`src/hdl/abra_pkg.sv`:
```
// Shared types, constants and a helper function for the admin block region allocator.
// No dependencies; imported by abra_cell and admin_block_region_allocator.
`default_nettype none

package abra_pkg;

    localparam int REGIONS_DEF   = 64;
    localparam int REGION_BLOCKS = 32;
    localparam logic [31:0] TOP_BIT = 32'h8000_0000;

    localparam logic KIND_ALLOC = 1'b0;
    localparam logic KIND_FREE  = 1'b1;

    typedef enum logic [1:0] {
        ST_OK         = 2'd0,
        ST_NOT_FOUND  = 2'd1,
        ST_TABLE_FULL = 2'd2
    } status_t;

    // Request token that travels down the row of cells, one cell per cycle.
    typedef struct packed {
        logic        active;
        logic        kind;
        logic        served;
        logic [31:0] block;
        logic [31:0] spare;
        logic [31:0] result_block;
        logic        took_spare;
    } token_t;

    // Offset of the first zero bit counting down from bit 31; map must hold a zero.
    function automatic logic [4:0] first_zero_from_top(input logic [31:0] map);
        logic [4:0] off;
        off = '0;
        for (int i = 0; i < REGION_BLOCKS; i++) begin
            if (!map[i]) begin
                off = 5'(31 - i);
            end
        end
        return off;
    endfunction

endpackage

`default_nettype wire

```
`src/hdl/abra_cell.sv`:
```
// One region slot of the allocator chain: base, use map and valid bit.
// Depends on abra_pkg for the token type and helper function.
`default_nettype none

module abra_cell (
    input  wire               aclk,
    input  wire               aresetn,
    input  abra_pkg::token_t  tok_in,
    output abra_pkg::token_t  tok_out
);
    import abra_pkg::*;

    logic        valid_reg, valid_next;
    logic [31:0] base_reg, base_next;
    logic [31:0] map_reg, map_next;
    token_t      tok_reg, tok_next;

    logic [4:0]  zero_off;
    logic        has_zero;
    logic [31:0] diff;
    logic        hit;
    logic        take;
    logic        alloc_here;
    logic        free_here;

    always_comb begin
        zero_off = first_zero_from_top(map_reg);
        has_zero = ~&map_reg;
        diff     = tok_in.block - base_reg;
        hit      = (diff[31:5] == '0);
        take     = tok_in.active && !tok_in.served;
        // Valid slots always form a prefix, so the first invalid slot reached
        // is the lowest free one and every valid region has been scanned.
        alloc_here = take && (tok_in.kind == KIND_ALLOC) && (!valid_reg || has_zero);
        free_here  = take && (tok_in.kind == KIND_FREE) && valid_reg && hit;
    end

    always_comb begin
        valid_next = valid_reg;
        base_next  = base_reg;
        map_next   = map_reg;
        tok_next   = tok_in;
        if (alloc_here) begin
            tok_next.served = 1'b1;
            if (valid_reg) begin
                map_next              = map_reg | (TOP_BIT >> zero_off);
                tok_next.result_block = base_reg + {27'd0, zero_off};
            end else begin
                valid_next            = 1'b1;
                base_next             = tok_in.spare;
                map_next              = TOP_BIT;
                tok_next.result_block = tok_in.spare;
                tok_next.took_spare   = 1'b1;
            end
        end else if (free_here) begin
            tok_next.served = 1'b1;
            map_next        = map_reg & ~(TOP_BIT >> diff[4:0]);
        end
    end

    always_ff @(posedge aclk) begin
        if (!aresetn) begin
            valid_reg      <= 1'b0;
            tok_reg.active <= 1'b0;
        end else begin
            valid_reg <= valid_next;
            tok_reg   <= tok_next;
        end
        base_reg <= base_next;
        map_reg  <= map_next;
    end

    assign tok_out = tok_reg;

endmodule

`default_nettype wire
```
`config.mk`:
```
export PLATFORM = sky130hd
export DESIGN_NAME = abra_cell
export DESIGN_NICKNAME = d
export VERILOG_FILES = /design/src/hdl/abra_pkg.sv /design/src/hdl/abra_cell.sv
export SDC_FILE = /design/constraint.sdc
export NUM_CORES = 1
export LEC_CHECK = 0
export ABC_AREA = 1
export BUFFER_PORTS_ARGS = -buffer_cell sky130_fd_sc_hd__buf_2
export CAP_MARGIN = 20
export CORE_ASPECT_RATIO = 1.2
export CORE_MARGIN = 2
export CORE_UTILIZATION = 50
export DETAILED_ROUTE_END_ITERATION = 10
export GPL_TIMING_DRIVEN = 0
export PLACE_DENSITY_LB_ADDON = 0.3
export SYNTH_ARGS = -nofsm -noshare
export SYNTH_HDL_FRONTEND = slang
export SYNTH_SLANG_ARGS = --single-unit
```
`constraint.sdc`:
```
create_clock -name aclk -period 4.4 [get_ports aclk]
set_clock_uncertainty 0.1 [all_clocks]
set_input_delay 0.88 -clock aclk [delete_from_list [all_inputs] [get_ports aclk]]
set_output_delay 0.88 -clock aclk [all_outputs]
set_load 0.02 [all_outputs]
```
==> summary.md <==
| Metric | Value |
|---|---|
| Leading area contributor after synthesis | `edfxtp_1` |
| Core Util, Final | `64.1%` |
| Routed length on met1 | `10,800 um` |
| Critical path type | `in -> reg` |
| Maximum VDD drop | `280 uV` |
| Final wirelength | `28,800 um` |
| CP required | `4.45 ns` |
| Placed Area | `10,900 um^2` |
| I/O Pins | `202` |
| Yosys Warn Count | `0` |
| Top-count cell post-synth | `nand2_1` |
| Synth Register Bits | `165` |
| Worst skew pair latency | `0.44 ns` |
| Clock Root Buffer | `clkbuf_16` |
| Worst hold path type | `in -> reg` |
| Final min period | `4.28 ns` |
| Clk buf depth | `2` |
| Post-route DRC violation count | `0` |
| Critical Path, Cell by Cell | `buf_2, inv_1, ha_1, inv_1, fa_1, nand2_2, o21ai_1, a31oi_2, o21ai_2, a21boi_2, o21ai_4, a21oi_4, o21ai_2, nand2_1, nand2_1, xor2_1, nor3b_1, nand4_1, nor2_1, nand4_1, buf_6, nand2_4, buf_8` |
| Final nets | `1,436` |
| 1st-pass router iterations | `7` |
| TritonCTS Buffers | `17` |
| Initial antenna violation count | `3` |
| Main area contributors after synthesis | `edfxtp_1 (52%), nand2_1 (9.7%), nand3_1 (5.5%)` |
| Crit path DAT | `4.33 ns` |
| Die width | `130 um` |
| Routed length on met2 | `14,900 um` |
| Max reg flops | `100` |
| Via density | `5.61` |
| Wire per inst | `18.3 um` |
| Mapped Avg Cell Area | `9.07 um^2` |
| H-tree levels | `4` |
| Die area | `20,100 um^2` |
| Vias in the first global route | `8,419` |
| Max Used Layer | `met4` |
| Top_reg_cell synth | `edfxtp_1` |
| Final period utilization | `97.2%` |
| Slew margin rel. | `24.8%` |
| CP max stage delay | `0.39 ns` |
| Final setup viols | `0` |
| Fraction of layout cells with a size suffix above 1 | `25.8%` |
| FFs w/ async S/R, synth | `0%` |
| Slew Limit Fails | `0` |
| Register area share after synthesis | `52.1%` |
| Total number of vias | `8,815` |
| Largest net degree at the start of global routing | `56` |
| Starting Density | `50.6%` |
| Design Area, Final | `12,000 um^2` |
| Hold buffer count at cts | `0` |
| WP buf/inv | `5` |
| First-pass GRT wire length | `42,900 um` |
| CTS Sinks | `165` |
| Final number of hold-violating endpoints | `0` |
| Startpoint Class | `input port` |
| Global Route Usage Sum | `28.3%` |
| GPL Wtd Cong | `0.985` |
| Die Height | `155 um` |
| # port buffers | `201` |
| Gr ovfl total | `0` |
| Slew @ Worst Pin | `1.13 ns` |
| Initial DRC count | `782` |
| Critical path endpoint category | `flop` |
| Post-synth top area share | `51.6%` |
| Mapped Area | `9480 um^2` |
| Status | `completed` |
| Critical path's slowest cell | `fa_1` |
| F_max | `234 MHz` |
| Synth-to-layout area growth | `26.7%` |
| MaxCap Viol Count | `0` |
| PwrDens | `337 nW/um^2` |
| Yosys cell types | `46` |
| Hold_ws | `0.528 ns` |
| Post-synth EDFFs | `163` |
| Syn nets | `1,182` |
| Crit path max-delay family | `compound AO/OA/AOI/OAI gates` |
| CP max FO | `8` |
| RSZ-0062 raised after global routing | `yes` |
| Met3 routed WL | `1700 um` |
| CTS clock-pin slew for the worst setup and hold paths | `0.07 ns` |
| Detailed Place HPWL | `21,200 um` |
| Post-synth top cells | `nand2_1 (246), edfxtp_1 (163), inv_1 (120)` |
| Antenna viol nets, final | `0` |
| Cell leakage power | `5.24 nW` |
| Core ar. | `18,700 um^2` |
| CTS tree | `done` |
| FP Rows | `55` |
| Post-synthesis cell count | `1,045` |
-- cells in the final DEF, fill, tap and decap left out, types with 11 or more instances in the layout --
master / count
buf_2: 201
ha_1: 32
nand2_1: 237
a22oi_1: 21
nand3_1: 94
clkbuf_16: 17
nor2_1: 62
o21ai_0: 37
buf_4: 26
nor3_1: 22
a21oi_1: 36
xor2_1: 28
nand4_1: 21
inv_1: 118
edfxtp_1: 163
a31oi_1: 17
nor4_1: 11
clkbuf_1: 22
-- what timing repair did --
| item | CTS | global route |
|---|---|---|
| setup endpoints to repair | 41 | 63 |
| gates cloned | 1 | 0 |
| pin swaps | 10 | 29 |
| resized for setup | 9 | 61 |
| setup buffers | 20 | 11 |
-- cell type report --
| type | instances | area (um^2) |
|---|---|---|
| multi-input cells | 729 | 4250 |
| repair buffers | 234 | 1330 |
| clock inverters | 14 | 160 |
| diodes | 3 | 7.51 |
| well taps | 256 | 320 |
| plain buffers | 24 | 92.6 |
| fillers | 1584 | 6710 |
| inverters | 128 | 488 |
| clock buffers | 18 | 429 |
| flip-flops and latches | 165 | 4930 |
-- final timing paths --
kind	startpoint	end	slack, ns	depth (start not counted)
min reg2reg	map_reg[25]	map_reg[25]	0.54	2
max	tok_in[65]	map_reg[25]	0.12	23
max reg2reg	map_reg[1]	map_reg[18]	0.15	47
min	tok_in[92]	tok_out[92]	0.53	1
-- through the flow --
step                      power (mW)  setup slack [ns]  cells  TNS (ns)
after global routing            4.18            -0.223   1570     -3.94
after global placement          2.50            -0.981   1502    -31.88
after detailed placement        2.51             -1.06   1504    -34.65
final                           4.05             0.124   1571         0
after floorplan                 2.27             0.125   1045         0
after CTS                       4.02            0.0118   1557         0
-- report_power, final --
group | total [mW] | internal (mW) | switching, mW
Sequential | 1.87 | 1.83 | 0.0343
Combinational | 0.656 | 0.224 | 0.432
Clock | 1.53 | 0.887 | 0.642
-- routing by layer --
layer | track usage (%) | vias up
li1 | - | 4172
met1 | 32.5 | 4169
met2 | 50.2 | 376
met3 | 4.25 | 98
met4 | 14.8 | 0
met5 | 0 | -
-- cell families after synthesis --
group / Yosys count / share of synthesized area (%)
AO/OA/AOI/OAI: 165 / 10.7
XOR/XNOR: 36 / 3.33
adder cells (fa/ha/maj): 35 / 4.70
buffers and inverters: 152 / 6.06
flip-flops: 165 / 52.1
AND/OR/NAND/NOR: 492 / 23.1
-- worst register-to-register path: cells and delay by family, from the launching register on --
family	cells	cell delay [ns]
flip-flops	1	0.42
buffers and inverters	11	1.35
AND/OR/NAND/NOR	36	2.16
No activity file was read; power rests on OpenSTA's default activity.
